File: src/assert_macros.svh
// Assertion helpers for the pump controller RTL.
`ifndef ASSERT_MACROS_SVH
`define ASSERT_MACROS_SVH

// Same-cycle implication, disabled while reset is low.
`define HDP_ASSERT_IMP(label, clk, rst_n, ante, cons) \
    label: assert property (@(posedge clk) disable iff (!(rst_n)) (ante) |-> (cons)) \
        else $error("assertion failed");

// Next-cycle implication, disabled while reset is low.
`define HDP_ASSERT_NXT(label, clk, rst_n, ante, cons) \
    label: assert property (@(posedge clk) disable iff (!(rst_n)) (ante) |=> (cons)) \
        else $error("assertion failed");

`endif

File: src/hdp_pkg.sv
`default_nettype none
package hdp_pkg;
    localparam int DEF_ZONE_SLOTS = 16;
    localparam int ID_W           = 8;
    localparam int DEM_W          = 8;
    localparam int CFG_IDX_W      = 2;
    localparam int CFG_DATA_W     = 8;

    localparam logic [ID_W-1:0]       FREE_ID     = 8'd255;
    localparam logic [CFG_DATA_W-1:0] ON_RESET    = 8'd50;
    localparam logic [CFG_DATA_W-1:0] OFF_RESET   = 8'd20;
    localparam logic [CFG_DATA_W-1:0] GROUP_RESET = 8'd0;

    localparam logic [CFG_IDX_W-1:0] CFG_ON_THRESHOLD  = 2'd0;
    localparam logic [CFG_IDX_W-1:0] CFG_OFF_THRESHOLD = 2'd1;
    localparam logic [CFG_IDX_W-1:0] CFG_PUMP_GROUP    = 2'd2;
endpackage
`default_nettype wire

File: src/hdp_if.sv
`default_nettype none
interface hdp_in_if;
    logic                      valid;
    logic                      ready;
    logic                      is_demand_report;
    logic [hdp_pkg::ID_W-1:0]  zone_id;
    logic [hdp_pkg::DEM_W-1:0] demand;
    modport source (output valid, is_demand_report, zone_id, demand, input ready);
    modport sink (input valid, is_demand_report, zone_id, demand, output ready);
endinterface

interface hdp_out_if;
    logic                           valid;
    logic                           ready;
    logic                           pump_on;
    logic [hdp_pkg::CFG_DATA_W-1:0] group_number;
    modport source (output valid, pump_on, group_number, input ready);
    modport sink (input valid, pump_on, group_number, output ready);
endinterface

interface hdp_cfg_if;
    logic                           valid;
    logic                           ready;
    logic [hdp_pkg::CFG_IDX_W-1:0]  index;
    logic [hdp_pkg::CFG_DATA_W-1:0] data;
    modport source (output valid, index, data, input ready);
    modport sink (input valid, index, data, output ready);
endinterface
`default_nettype wire

File: src/hdp_ram.sv
`default_nettype none
module hdp_ram #(
    parameter int WIDTH = 16,
    parameter int DEPTH = hdp_pkg::DEF_ZONE_SLOTS
) (
    input  wire logic                                    i_clk,
    input  wire logic                                    i_we,
    input  wire logic [((DEPTH > 1) ? $clog2(DEPTH) : 1)-1:0] i_waddr,
    input  wire logic [WIDTH-1:0]                        i_wdata,
    input  wire logic                                    i_re,
    input  wire logic [((DEPTH > 1) ? $clog2(DEPTH) : 1)-1:0] i_raddr,
    output logic      [WIDTH-1:0]                        o_rdata
);
    logic [WIDTH-1:0] r_mem [DEPTH];

    always_ff @(posedge i_clk) begin
        if (i_we) begin
            r_mem[i_waddr] <= i_wdata;
        end
        if (i_re) begin
            o_rdata <= r_mem[i_raddr];
        end
    end
endmodule
`default_nettype wire

File: src/heat_demand_pump_hysteresis.sv
// Channel | Dir | Words
// i_cfg   | in  | index, data: threshold and group writes, always ready
// i_in    | in  | is_demand_report, zone_id, demand
// o_out   | out | pump_on, group_number: zero or one word per report
//
// A report is accepted only while idle; the next one waits until the decision on the
// last one is made and its result word, if any, is registered on o_out.
// The table walk reads the zone RAM one slot a cycle, then a restoring divider
// produces one quotient bit a cycle over the SUM_W bits of the demand sum.
// Ignored words are taken in idle. Reset is synchronous and empties the table at once.
// A result waiting on o_out stalls only a decision that sends a word, not the scan.
`default_nettype none
`include "assert_macros.svh"
module heat_demand_pump_hysteresis #(
    parameter int ZONE_SLOTS = hdp_pkg::DEF_ZONE_SLOTS
) (
    input  wire logic  i_clk,
    input  wire logic  i_rst_n,
    hdp_cfg_if.sink    i_cfg,
    hdp_in_if.sink     i_in,
    hdp_out_if.source  o_out
);
    import hdp_pkg::*;

    localparam int AW    = (ZONE_SLOTS > 1) ? $clog2(ZONE_SLOTS) : 1;
    localparam int NZ_W  = $clog2(ZONE_SLOTS + 1);
    localparam int SUM_W = $clog2(ZONE_SLOTS * 255 + 1);
    localparam int DS_W  = $clog2(SUM_W + 1);
    localparam int ENT_W = ID_W + DEM_W;

    typedef enum logic [2:0] {
        S_IDLE,
        S_SCAN,
        S_UPDATE,
        S_DIV,
        S_DECIDE
    } t_state;

    t_state                r_state, n_state;
    logic [ZONE_SLOTS-1:0] r_valid, n_valid;
    logic [NZ_W-1:0]       r_cnt, n_cnt;
    logic                  r_pend, n_pend;
    logic                  r_pvalid, n_pvalid;
    logic [AW-1:0]         r_paddr, n_paddr;
    logic [ID_W-1:0]       r_id, n_id;
    logic [DEM_W-1:0]      r_val, n_val;
    logic                  r_hit, n_hit;
    logic [AW-1:0]         r_hit_idx, n_hit_idx;
    logic [DEM_W-1:0]      r_old, n_old;
    logic                  r_free, n_free;
    logic [AW-1:0]         r_free_idx, n_free_idx;
    logic [SUM_W-1:0]      r_sum, n_sum;
    logic [NZ_W-1:0]       r_nz, n_nz;
    logic [NZ_W-1:0]       r_rem, n_rem;
    logic [SUM_W-1:0]      r_quo, n_quo;
    logic [DS_W-1:0]       r_dstep, n_dstep;
    logic [7:0]            r_on, r_off, r_group;
    logic                  r_out_valid, n_out_valid;
    logic                  r_out_on, n_out_on;
    logic [7:0]            r_out_group, n_out_group;

    logic             w_re, w_we;
    logic [AW-1:0]    w_waddr;
    logic [ENT_W-1:0] w_rdata;
    logic [ID_W-1:0]  w_eid;
    logic [DEM_W-1:0] w_edem;
    logic [NZ_W:0]    w_trial;
    logic             w_ge;
    logic [7:0]       w_avg;
    logic             w_out_free;

    hdp_ram #(.WIDTH(ENT_W), .DEPTH(ZONE_SLOTS)) u_ram (
        .i_clk   (i_clk),
        .i_we    (w_we),
        .i_waddr (w_waddr),
        .i_wdata ({r_id, r_val}),
        .i_re    (w_re),
        .i_raddr (r_cnt[AW-1:0]),
        .o_rdata (w_rdata)
    );

    assign i_cfg.ready        = 1'b1;
    assign i_in.ready         = (r_state == S_IDLE);
    assign o_out.valid        = r_out_valid;
    assign o_out.pump_on      = r_out_on;
    assign o_out.group_number = r_out_group;

    assign w_re       = (r_state == S_SCAN) && (r_cnt != NZ_W'(ZONE_SLOTS));
    assign w_we       = (r_state == S_UPDATE) && (r_hit || r_free);
    assign w_waddr    = r_hit ? r_hit_idx : r_free_idx;
    assign w_eid      = r_pvalid ? w_rdata[ENT_W-1:DEM_W] : FREE_ID;
    assign w_edem     = r_pvalid ? w_rdata[DEM_W-1:0] : '0;
    assign w_trial    = {r_rem, r_quo[SUM_W-1]};
    assign w_ge       = (w_trial >= {1'b0, r_nz});
    assign w_avg      = (r_nz == '0) ? 8'd0 : r_quo[7:0];
    assign w_out_free = !r_out_valid || o_out.ready;

    always_comb begin
        n_state     = r_state;
        n_valid     = r_valid;
        n_cnt       = r_cnt;
        n_pend      = 1'b0;
        n_pvalid    = r_pvalid;
        n_paddr     = r_paddr;
        n_id        = r_id;
        n_val       = r_val;
        n_hit       = r_hit;
        n_hit_idx   = r_hit_idx;
        n_old       = r_old;
        n_free      = r_free;
        n_free_idx  = r_free_idx;
        n_sum       = r_sum;
        n_nz        = r_nz;
        n_rem       = r_rem;
        n_quo       = r_quo;
        n_dstep     = r_dstep;
        n_out_valid = r_out_valid;
        n_out_on    = r_out_on;
        n_out_group = r_out_group;

        if (r_out_valid && o_out.ready) begin
            n_out_valid = 1'b0;
        end

        case (r_state)
            S_IDLE: begin
                if (i_in.valid && i_in.is_demand_report && (i_in.zone_id != FREE_ID)) begin
                    n_id    = i_in.zone_id;
                    n_val   = i_in.demand;
                    n_cnt   = '0;
                    n_hit   = 1'b0;
                    n_free  = 1'b0;
                    n_sum   = '0;
                    n_nz    = '0;
                    n_state = S_SCAN;
                end
            end
            S_SCAN: begin
                if (w_re) begin
                    n_cnt    = r_cnt + NZ_W'(1);
                    n_pend   = 1'b1;
                    n_paddr  = r_cnt[AW-1:0];
                    n_pvalid = r_valid[r_cnt[AW-1:0]];
                end else begin
                    n_state = S_UPDATE;
                end
                if (r_pend) begin
                    if ((w_eid == r_id) && !r_hit) begin
                        n_hit     = 1'b1;
                        n_hit_idx = r_paddr;
                        n_old     = w_edem;
                    end
                    if ((w_eid == FREE_ID) && !r_free) begin
                        n_free     = 1'b1;
                        n_free_idx = r_paddr;
                    end
                    if (w_edem != '0) begin
                        n_sum = r_sum + SUM_W'(w_edem);
                        n_nz  = r_nz + NZ_W'(1);
                    end
                end
            end
            S_UPDATE: begin
                if (r_hit) begin
                    n_sum = r_sum - SUM_W'(r_old) + SUM_W'(r_val);
                    n_nz  = r_nz - NZ_W'(r_old != '0) + NZ_W'(r_val != '0);
                end else if (r_free) begin
                    n_sum = r_sum + SUM_W'(r_val);
                    n_nz  = r_nz + NZ_W'(r_val != '0);
                end
                if (w_we) begin
                    n_valid[w_waddr] = 1'b1;
                end
                n_rem   = '0;
                n_quo   = n_sum;
                n_dstep = DS_W'(SUM_W);
                n_state = S_DIV;
            end
            S_DIV: begin
                n_quo = {r_quo[SUM_W-2:0], w_ge};
                if (w_ge) begin
                    n_rem = NZ_W'(w_trial - {1'b0, r_nz});
                end else begin
                    n_rem = w_trial[NZ_W-1:0];
                end
                n_dstep = r_dstep - DS_W'(1);
                if (r_dstep == DS_W'(1)) begin
                    n_state = S_DECIDE;
                end
            end
            S_DECIDE: begin
                if (w_avg >= r_on) begin
                    if (w_out_free) begin
                        n_out_valid = 1'b1;
                        n_out_on    = 1'b1;
                        n_out_group = r_group;
                        n_state     = S_IDLE;
                    end
                end else if (w_avg <= r_off) begin
                    if (w_out_free) begin
                        n_out_valid = 1'b1;
                        n_out_on    = 1'b0;
                        n_out_group = r_group;
                        n_state     = S_IDLE;
                    end
                end else begin
                    n_state = S_IDLE;
                end
            end
            default: begin
                n_state = S_IDLE;
            end
        endcase
    end

    always_ff @(posedge i_clk) begin
        if (!i_rst_n) begin
            r_state     <= S_IDLE;
            r_valid     <= '0;
            r_pend      <= 1'b0;
            r_out_valid <= 1'b0;
            r_on        <= ON_RESET;
            r_off       <= OFF_RESET;
            r_group     <= GROUP_RESET;
        end else begin
            r_state     <= n_state;
            r_valid     <= n_valid;
            r_pend      <= n_pend;
            r_out_valid <= n_out_valid;
            if (i_cfg.valid) begin
                case (i_cfg.index)
                    CFG_ON_THRESHOLD:  r_on    <= i_cfg.data;
                    CFG_OFF_THRESHOLD: r_off   <= i_cfg.data;
                    CFG_PUMP_GROUP:    r_group <= i_cfg.data;
                    default: begin
                    end
                endcase
            end
        end
        r_cnt       <= n_cnt;
        r_pvalid    <= n_pvalid;
        r_paddr     <= n_paddr;
        r_id        <= n_id;
        r_val       <= n_val;
        r_hit       <= n_hit;
        r_hit_idx   <= n_hit_idx;
        r_old       <= n_old;
        r_free      <= n_free;
        r_free_idx  <= n_free_idx;
        r_sum       <= n_sum;
        r_nz        <= n_nz;
        r_rem       <= n_rem;
        r_quo       <= n_quo;
        r_dstep     <= n_dstep;
        r_out_on    <= n_out_on;
        r_out_group <= n_out_group;
    end

    `HDP_ASSERT_IMP(a_write_in_update, i_clk, i_rst_n, w_we, r_state == S_UPDATE)
    `HDP_ASSERT_NXT(a_report_starts_scan, i_clk, i_rst_n,
        i_in.valid && i_in.ready && i_in.is_demand_report && (i_in.zone_id != FREE_ID),
        r_state == S_SCAN)
    `HDP_ASSERT_IMP(a_rem_below_count, i_clk, i_rst_n,
        (r_state == S_DIV) && (r_nz != '0), r_rem < r_nz)
    `HDP_ASSERT_NXT(a_result_from_decide, i_clk, i_rst_n,
        !r_out_valid && (r_state != S_DECIDE), !r_out_valid)
endmodule
`default_nettype wire

File: src/flat_wrapper.sv
// flat-port wrapper written by rule: the top's interface ports become plain ports
module heat_demand_pump_hysteresis_flat import hdp_pkg::*;
#(
    parameter int ZONE_SLOTS = hdp_pkg::DEF_ZONE_SLOTS
)
  (i_clk, i_rst_n, i_cfg_valid, i_cfg_index, i_cfg_data, i_cfg_ready, i_in_valid, i_in_is_demand_report, i_in_zone_id, i_in_demand, i_in_ready, o_out_valid, o_out_pump_on, o_out_group_number, o_out_ready);
  hdp_cfg_if i_cfg_i ();
  hdp_in_if i_in_i ();
  hdp_out_if o_out_i ();
  input  wire logic i_clk;
  input  wire logic i_rst_n;
  input wire logic [$bits(i_cfg_i.valid)-1:0] i_cfg_valid;
  input wire logic [$bits(i_cfg_i.index)-1:0] i_cfg_index;
  input wire logic [$bits(i_cfg_i.data)-1:0] i_cfg_data;
  output wire logic [$bits(i_cfg_i.ready)-1:0] i_cfg_ready;
  input wire logic [$bits(i_in_i.valid)-1:0] i_in_valid;
  input wire logic [$bits(i_in_i.is_demand_report)-1:0] i_in_is_demand_report;
  input wire logic [$bits(i_in_i.zone_id)-1:0] i_in_zone_id;
  input wire logic [$bits(i_in_i.demand)-1:0] i_in_demand;
  output wire logic [$bits(i_in_i.ready)-1:0] i_in_ready;
  output wire logic [$bits(o_out_i.valid)-1:0] o_out_valid;
  output wire logic [$bits(o_out_i.pump_on)-1:0] o_out_pump_on;
  output wire logic [$bits(o_out_i.group_number)-1:0] o_out_group_number;
  input wire logic [$bits(o_out_i.ready)-1:0] o_out_ready;
  assign i_cfg_i.valid = i_cfg_valid;
  assign i_cfg_i.index = i_cfg_index;
  assign i_cfg_i.data = i_cfg_data;
  assign i_cfg_ready = i_cfg_i.ready;
  assign i_in_i.valid = i_in_valid;
  assign i_in_i.is_demand_report = i_in_is_demand_report;
  assign i_in_i.zone_id = i_in_zone_id;
  assign i_in_i.demand = i_in_demand;
  assign i_in_ready = i_in_i.ready;
  assign o_out_valid = o_out_i.valid;
  assign o_out_pump_on = o_out_i.pump_on;
  assign o_out_group_number = o_out_i.group_number;
  assign o_out_i.ready = o_out_ready;
  heat_demand_pump_hysteresis #(.ZONE_SLOTS(ZONE_SLOTS)) u_core (.i_clk(i_clk), .i_rst_n(i_rst_n), .i_cfg(i_cfg_i), .i_in(i_in_i), .o_out(o_out_i));
endmodule
File: config.mk
export PLATFORM = sky130hd
export DESIGN_NAME = heat_demand_pump_hysteresis_flat
export DESIGN_NICKNAME = d
export VERILOG_FILES = /design/src/hdp_pkg.sv /design/src/hdp_if.sv /design/src/hdp_ram.sv /design/src/heat_demand_pump_hysteresis.sv /design/src/flat_wrapper.sv
export VERILOG_INCLUDE_DIRS = /design/src /design/src/src
export SDC_FILE = /design/constraint.sdc
export NUM_CORES = 1
export LEC_CHECK = 0
export BUFFER_PORTS_ARGS = -buffer_cell sky130_fd_sc_hd__buf_2
export CORE_ASPECT_RATIO = 1.4
export CORE_UTILIZATION = 35
export CTS_CLUSTER_DIAMETER = 50
export DETAILED_ROUTE_END_ITERATION = 12
export GPL_TIMING_DRIVEN = 1
export PLACE_DENSITY = 0.57
export SETUP_SLACK_MARGIN = 0.1
export SLEW_MARGIN = 20
export SYNTH_ARGS = -nofsm -noshare
export SYNTH_HDL_FRONTEND = slang
export SYNTH_HIERARCHICAL = 1
export SYNTH_SLANG_ARGS = --single-unit
export TNS_END_PERCENT = 1
File: constraint.sdc
create_clock -name i_clk -period 5.9 [get_ports i_clk]
set_input_delay 1.18 -clock i_clk [delete_from_list [all_inputs] [get_ports i_clk]]
set_output_delay 1.18 -clock i_clk [all_outputs]
set_load 0.03 [all_outputs]
== Yosys cells after proc, flatten, opt, wreduce, memory -nomap -nowiden ==
Memories as Yosys holds them, arrays and structs flattened. A register that Yosys moved wholly into a read port is not among the register bits.
Cells that the tools add are included.
Operators by class
  $add $sub $neg: 11
  magnitude comparators: 6
  equality and inequality tests: 20
  mux-type cells: 55
  bitwise operators: 1
  reduce and logical (&&, ||, !) cells: 40
Operators by type and width (number)
  2-to-1 mux 12 bit: 5
  2-to-1 mux 8 bit: 6
  adder 12 x 8 -> 12 bit: 3
  one-hot mux 12 bit (3 select lines): 1
  2-to-1 mux 5 bit: 7
  one-hot mux 12 bit (2 select lines): 1
  nonzero test 8 bit: 3
  one-hot mux 5 bit (2 select lines): 2
  2-to-1 mux 1 bit: 19
  2-to-1 mux 3 bit: 6
  bitwise OR 16 bit: 1
  AND reduction 2 bit: 8
  one-hot mux 3 bit (5 select lines): 1
  one-hot mux 5 bit (3 select lines): 1
  AND reduction 3 bit: 5
  AND reduction 4 bit: 3
  subtractor 12 x 8 -> 12 bit: 1
  adder 5 x 1 -> 5 bit: 2
  adder 5 x 1 -> 5 bit, second input constant: 2
  less-than comparator 4 x 5 -> 1 bit, second input constant: 2
  inequality test 2 bit, second input constant: 5
  == test 8 bit: 1
  == test 8 bit, second input constant: 1
  greater-or-equal comparator 8 bit: 1
  other kinds (30): 46
Storage, ports and cells
  register bits: 136
  RAM bits: 256
  output and inout port bits: 12
  logic and storage cells: 158
  memories: 1
Memory list
  u_core.u_ram.r_mem: depth 16, bits a word 16, read ports 1, clocked after Yosys merged registers in 1, wr ports 1, RTL line hdp_ram.sv:14  | logic [WIDTH-1:0] r_mem [DEPTH];

== Depth between registers and ports, before layout ==
  word-level depth: 6
  gate-level depth with buffers: 13

== Hierarchy ==
The synthesis kept the hierarchy.
Modules (own cells, without submodules)
  hdp_ram: times used 1, cells each 432, area each 10202.3 sq um, seq. area each 8167.8 sq um
  heat_demand_pump_hysteresis: times used 1, cells each 837, area each 8459.4 sq um, seq. area each 3633.5 sq um

== Worst setup path after synthesis ==
No wires, ideal clock.
  path kind: register -> register
  from: register u_core.r_state[1]
  to: memory u_core.u_ram.r_mem[0][0] (enable)
  library setup time: 0.409 ns
  arrival: 2.766 ns
  required time: 5.491 ns
  path slack: 2.725 ns
  stages on the path, launching flop included: 7
  clock period less this slack: 3.175 ns
  path through: dfxtp_1 -> buf_6 -> or3b_1 -> buf_2 -> nor2_1 -> or3b_2 -> nor3_1
On the way
  word-level cells in the longest chain between the ends: 4
Ends and longest elaborated chain
  start: declaration: RTL line heat_demand_pump_hysteresis.sv:39  | t_state r_state, n_state;
  start signal: assignment: RTL line heat_demand_pump_hysteresis.sv:226  | r_state <= n_state;
  == test 3 x 2 -> 1 bit: RTL line heat_demand_pump_hysteresis.sv:89  | assign w_we = (r_state == S_UPDATE) && (r_hit || r_free);
  logical AND 1 bit: RTL line heat_demand_pump_hysteresis.sv:89
  net u_core.w_we: RTL line heat_demand_pump_hysteresis.sv:62  | logic w_re, w_we;
  2-to-1 mux 1 bit: RTL line hdp_ram.sv:17  | if (i_we) begin
  2-to-1 mux 1 bit (implied by the code): RTL line hdp_ram.sv:18  | r_mem[i_waddr] <= i_wdata;
  end: declaration: RTL line hdp_ram.sv:14
The timed path passes the listed nets, and every way through them passes these cells.

== Final worst setup path ==
  from: register u_core.r_val[1]
  to: register u_core.r_sum[6], data pin
On the way
  word-level cells in the longest chain between the ends: 4
Ends and longest elaborated chain
  start: declaration: RTL line heat_demand_pump_hysteresis.sv:46  | logic [DEM_W-1:0] r_val, n_val;
  start signal: assignment: RTL line heat_demand_pump_hysteresis.sv:244  | r_val <= n_val;
  adder 12 x 8 -> 12 bit: RTL line heat_demand_pump_hysteresis.sv:168  | n_sum = r_sum + SUM_W'(r_val);
  2-to-1 mux 12 bit: RTL line heat_demand_pump_hysteresis.sv:167  | end else if (r_free) begin
  2-to-1 mux 12 bit (*): RTL line heat_demand_pump_hysteresis.sv:164  | if (r_hit) begin
  one-hot mux 12 bit (3 select lines) (*): RTL line heat_demand_pump_hysteresis.sv:125  | case (r_state)
  net u_core.n_sum[6]: RTL line heat_demand_pump_hysteresis.sv:52  | logic [SUM_W-1:0] r_sum, n_sum;
  end signal: assignment: RTL line heat_demand_pump_hysteresis.sv:250  | r_sum <= n_sum;
  end: declaration: RTL line heat_demand_pump_hysteresis.sv:52
Mark *: on every way through the listed nets, which the timed path passes. The rest lies on a longest branch.
A chain may end at the register's enable or synchronous reset.

==> results.md <==
- Utilization after layout: 0.405
- CTS H-Tree Depth: 2
- Post-DP HPWL: 27.5 mm
- Synth Area in Simple Gates: 0.0811
- Final hold violation count: 0
- Port Buffer Count: 42
- Layout cells sized above 1: 0.166
- Hold Buf Count CTS: 0
- Outcome: finished, final reports clean
- Slew headroom: 0.224
- Post-route ant nets: 0
- Post-synthesis cell type count: 70
- Post-Synthesis Cells: 1269
- CP Cell Sequence: inv_1 -> fa_1 -> inv_1 -> fa_1 -> a211oi_1 -> o21bai_1 -> a21oi_1 -> xnor2_1 -> a22oi_1 -> o22ai_1
- Ys Warns: 6
- Top FF cell, synth: edfxtp_1
- EDFF count, synth: 363
- DIE AREA: 54300 um2
- Max-cap violations: 0
- TNS Setup: 0 ns
- Total wire length: 42.9 mm
- GRT Resource Usage Total: 0.161
- M2 GR Usage: 0.300
- Total power draw: 9310 uW
- Worst hold path type: reg -> reg
- Most numerous cell in the Yosys netlist: edfxtp_1
- Period utilisation layout: 0.576
- Slew Limit Fails: 0
- Syn_nets: 1378
- Crit path from: u_core/r_val[1]$_DFFE_PP_
- Die W: 197 um
- Post-synth top cells: edfxtp_1 (363), inv_1 (76), a21oi_1 (66), nand2_1 (66), ha_1 (65)
- Layout Nets: 1438
- Mapped Area: 18700 um2
- Post-synthesis adder-cell area fraction: 0.0575
- Layer with the highest usage: met2
- Post-synth ARST share: 0
- Max stage delay cell, worst path: edfxtp_1
- Initial antenna violation count: 1
- Fmax: 294 MHz
- Die H: 275 um
- Largest net degree at the start of global routing: 74
- Final Cell Area: 21200 um2
- GP Congestion: 0.843
- WP buf/inv: 2
- TritonCTS clock tree: done
- Sequential cell area: 11800 um2
- Starting Density: 0.356
- Initial DRC Count: 688
- GR Overflow Total: 0
- Mean Syn Cell Area: 14.7 um2
- Vias: 10700
- Fillers: 4786
- WS Path Type: reg -> reg
- Clock buffer depth: 3
- Met3 Track Usage GR: 0.0214
- Total CTS buffers: 45
- Worst Tran Pin Value: 1.16 ns
- Compound-Gate Fraction of Synth Area: 0.0771
- Multi-input logic area: 6390 um2
- Worst R2R Start: u_core/r_val[1]$_DFFE_PP_
- Crit-path max cell delay: 0.76 ns
- Worst setup SP type: register
- Top cells by area, synth: edfxtp_1 (58%), mux4_2 (7.1%), dfxtp_1 (4.8%)
- CP arrival: 3.67 ns
- Routed len/inst: 20.7 um
- Post_cts resized: 0
- Drt pass-1 iters: 5
- RSZ-0062 raised after global routing: no
- Crit path capture type: register
- GR Util met1: 0.182
- Post-synthesis register bit count: 408
- Clk slew on worst S/H paths: 0.06 ns
- Yosys top cell by area: edfxtp_1
- Clk sinks: 408
- Worst Path Required: 6.18 ns
- Final Skew: 0.0308 ns
- Register area share after synthesis: 0.632
- Setup-failing EPs final: 0
- Cell row count: 99
- Min-delay src: u_core/r_group[6]$_SDFFE_PN0P_
- Core Footprint: 52400 um2
- Placed Cells incl. Taps: 1989
- CP delay by family, top: adder cells
- CP Max Fanout: 20
- Number of antenna diodes: 0
- CTS root buf: clkbuf_16
- Area added between synthesis and finish: 13.6%
- Area of placed instances: 19800 um2
- Post-route DRC: 0
- Post-route insts no fill: 2068
- First-pass GRT wire length: 65.0 mm
- P_leak: 0.00744 uW
- Clock latency on the worst-skew pair: 0.58 ns
- Peak supply drop: 0.252 mV
- Setup bufs post-CTS: 0
- Largest family of logic cells by synthesized area: multiplexers
- Vias in the first global route: 11079
- Minimum clock period: 3.40 ns
- I/O Pins: 44
- Mux contribution to synthesized area: 0.104
- Top cell type's share of synthesized area: 0.584
- PwrDens: 439 nW/um2
- Post-synthesis xor/xnor area fraction: 0.0178
- Routed vias/inst: 5.17
metal layers:
metal / routed length (um) / vias up
li1: - / 4965
met1: 16800 / 5418
met2: 22900 / 240
met3: 1560 / 77
met4: 1640 / 0
met5: 0 / -
cell families (layout without fill, tap and decap cells):
family / count (synthesis) / in the layout
compound gates: 226 / 226
xor+xnor: 38 / 38
fa+ha+maj: 79 / 79
buf+inv: 128 / 220
flops: 408 / 408
mux: 104 / 104
other cells: 1 / 1
simple gates: 285 / 285
layout make-up:
class | instances | area share
Sequential cell | 408 | 0.556
Clock inverter | 23 | 0.0122
Timing Repair Buffer | 64 | 0.0183
Clock buffer | 56 | 0.0560
Inverter | 77 | 0.0139
Tap cell | 707 | 0.0417
Multi-Input combinational cell | 733 | 0.301
state kept, by name, summed over array words and instances (netlist names), 5 cells and up:
name,count
u_core/u_ram/r_mem,256
u_core/r_valid,16
u_core/u_ram/o_rdata,16
u_core/r_quo,12
u_core/r_sum,12
u_core/o_out.group_number,8
u_core/r_group,8
u_core/r_id,8
u_core/r_off,8
u_core/r_old,8
u_core/r_on,8
u_core/r_val,8
u_core/r_cnt,5
u_core/r_nz,5
u_core/r_rem,5
through the flow:
step           hold slack (ns)  setup WS, ns
2_1_floorplan            0.408          2.72
3_3_place_gp             0.412          2.52
3_5_place_dp             0.421          2.49
4_1_cts                  0.433          2.48
5_1_grt                  0.444          2.22
6_report                 0.429          2.50
power by group:
part / leakage [uW] / internal (uW) / switching (uW)
clock network: 0.000704 / 1610 / 1130
logic: 0.00308 / 1180 / 1590
registers: 0.00366 / 3530 / 266
cells in the final DEF, fill, tap and decap left out, drive strengths merged, types with 15 or more instances in the layout:
| cell | synthesis | final |
|---|---|---|
| mux4 | 69 | 69 |
| nor2 | 66 | 66 |
| nand2 | 67 | 67 |
| edfxtp | 363 | 363 |
| inv | 77 | 78 |
| a22oi | 33 | 33 |
| buf | 21 | 64 |
| clkinv | 0 | 17 |
| a21oi | 66 | 66 |
| and2 | 20 | 20 |
| mux2i | 31 | 31 |
| o21ai | 44 | 44 |
| xnor2 | 25 | 25 |
| dfxtp | 45 | 45 |
| o22ai | 15 | 15 |
| nor2b | 45 | 45 |
| clkbuf | 30 | 56 |
| ha | 65 | 65 |
worst paths after layout:
check	to	depth (start not counted)	slack, ns
setup reg to reg	u_core/r_sum[6]$_DFFE_PP_	10	2.50
hold / removal	u_core/o_out.group_number[6]$_DFFE_PP_	0	0.43
setup / recovery	u_core/r_sum[6]$_DFFE_PP_	10	2.50
hold reg to reg	u_core/o_out.group_number[6]$_DFFE_PP_	0	0.43
(Power assumes the default switching activity.)
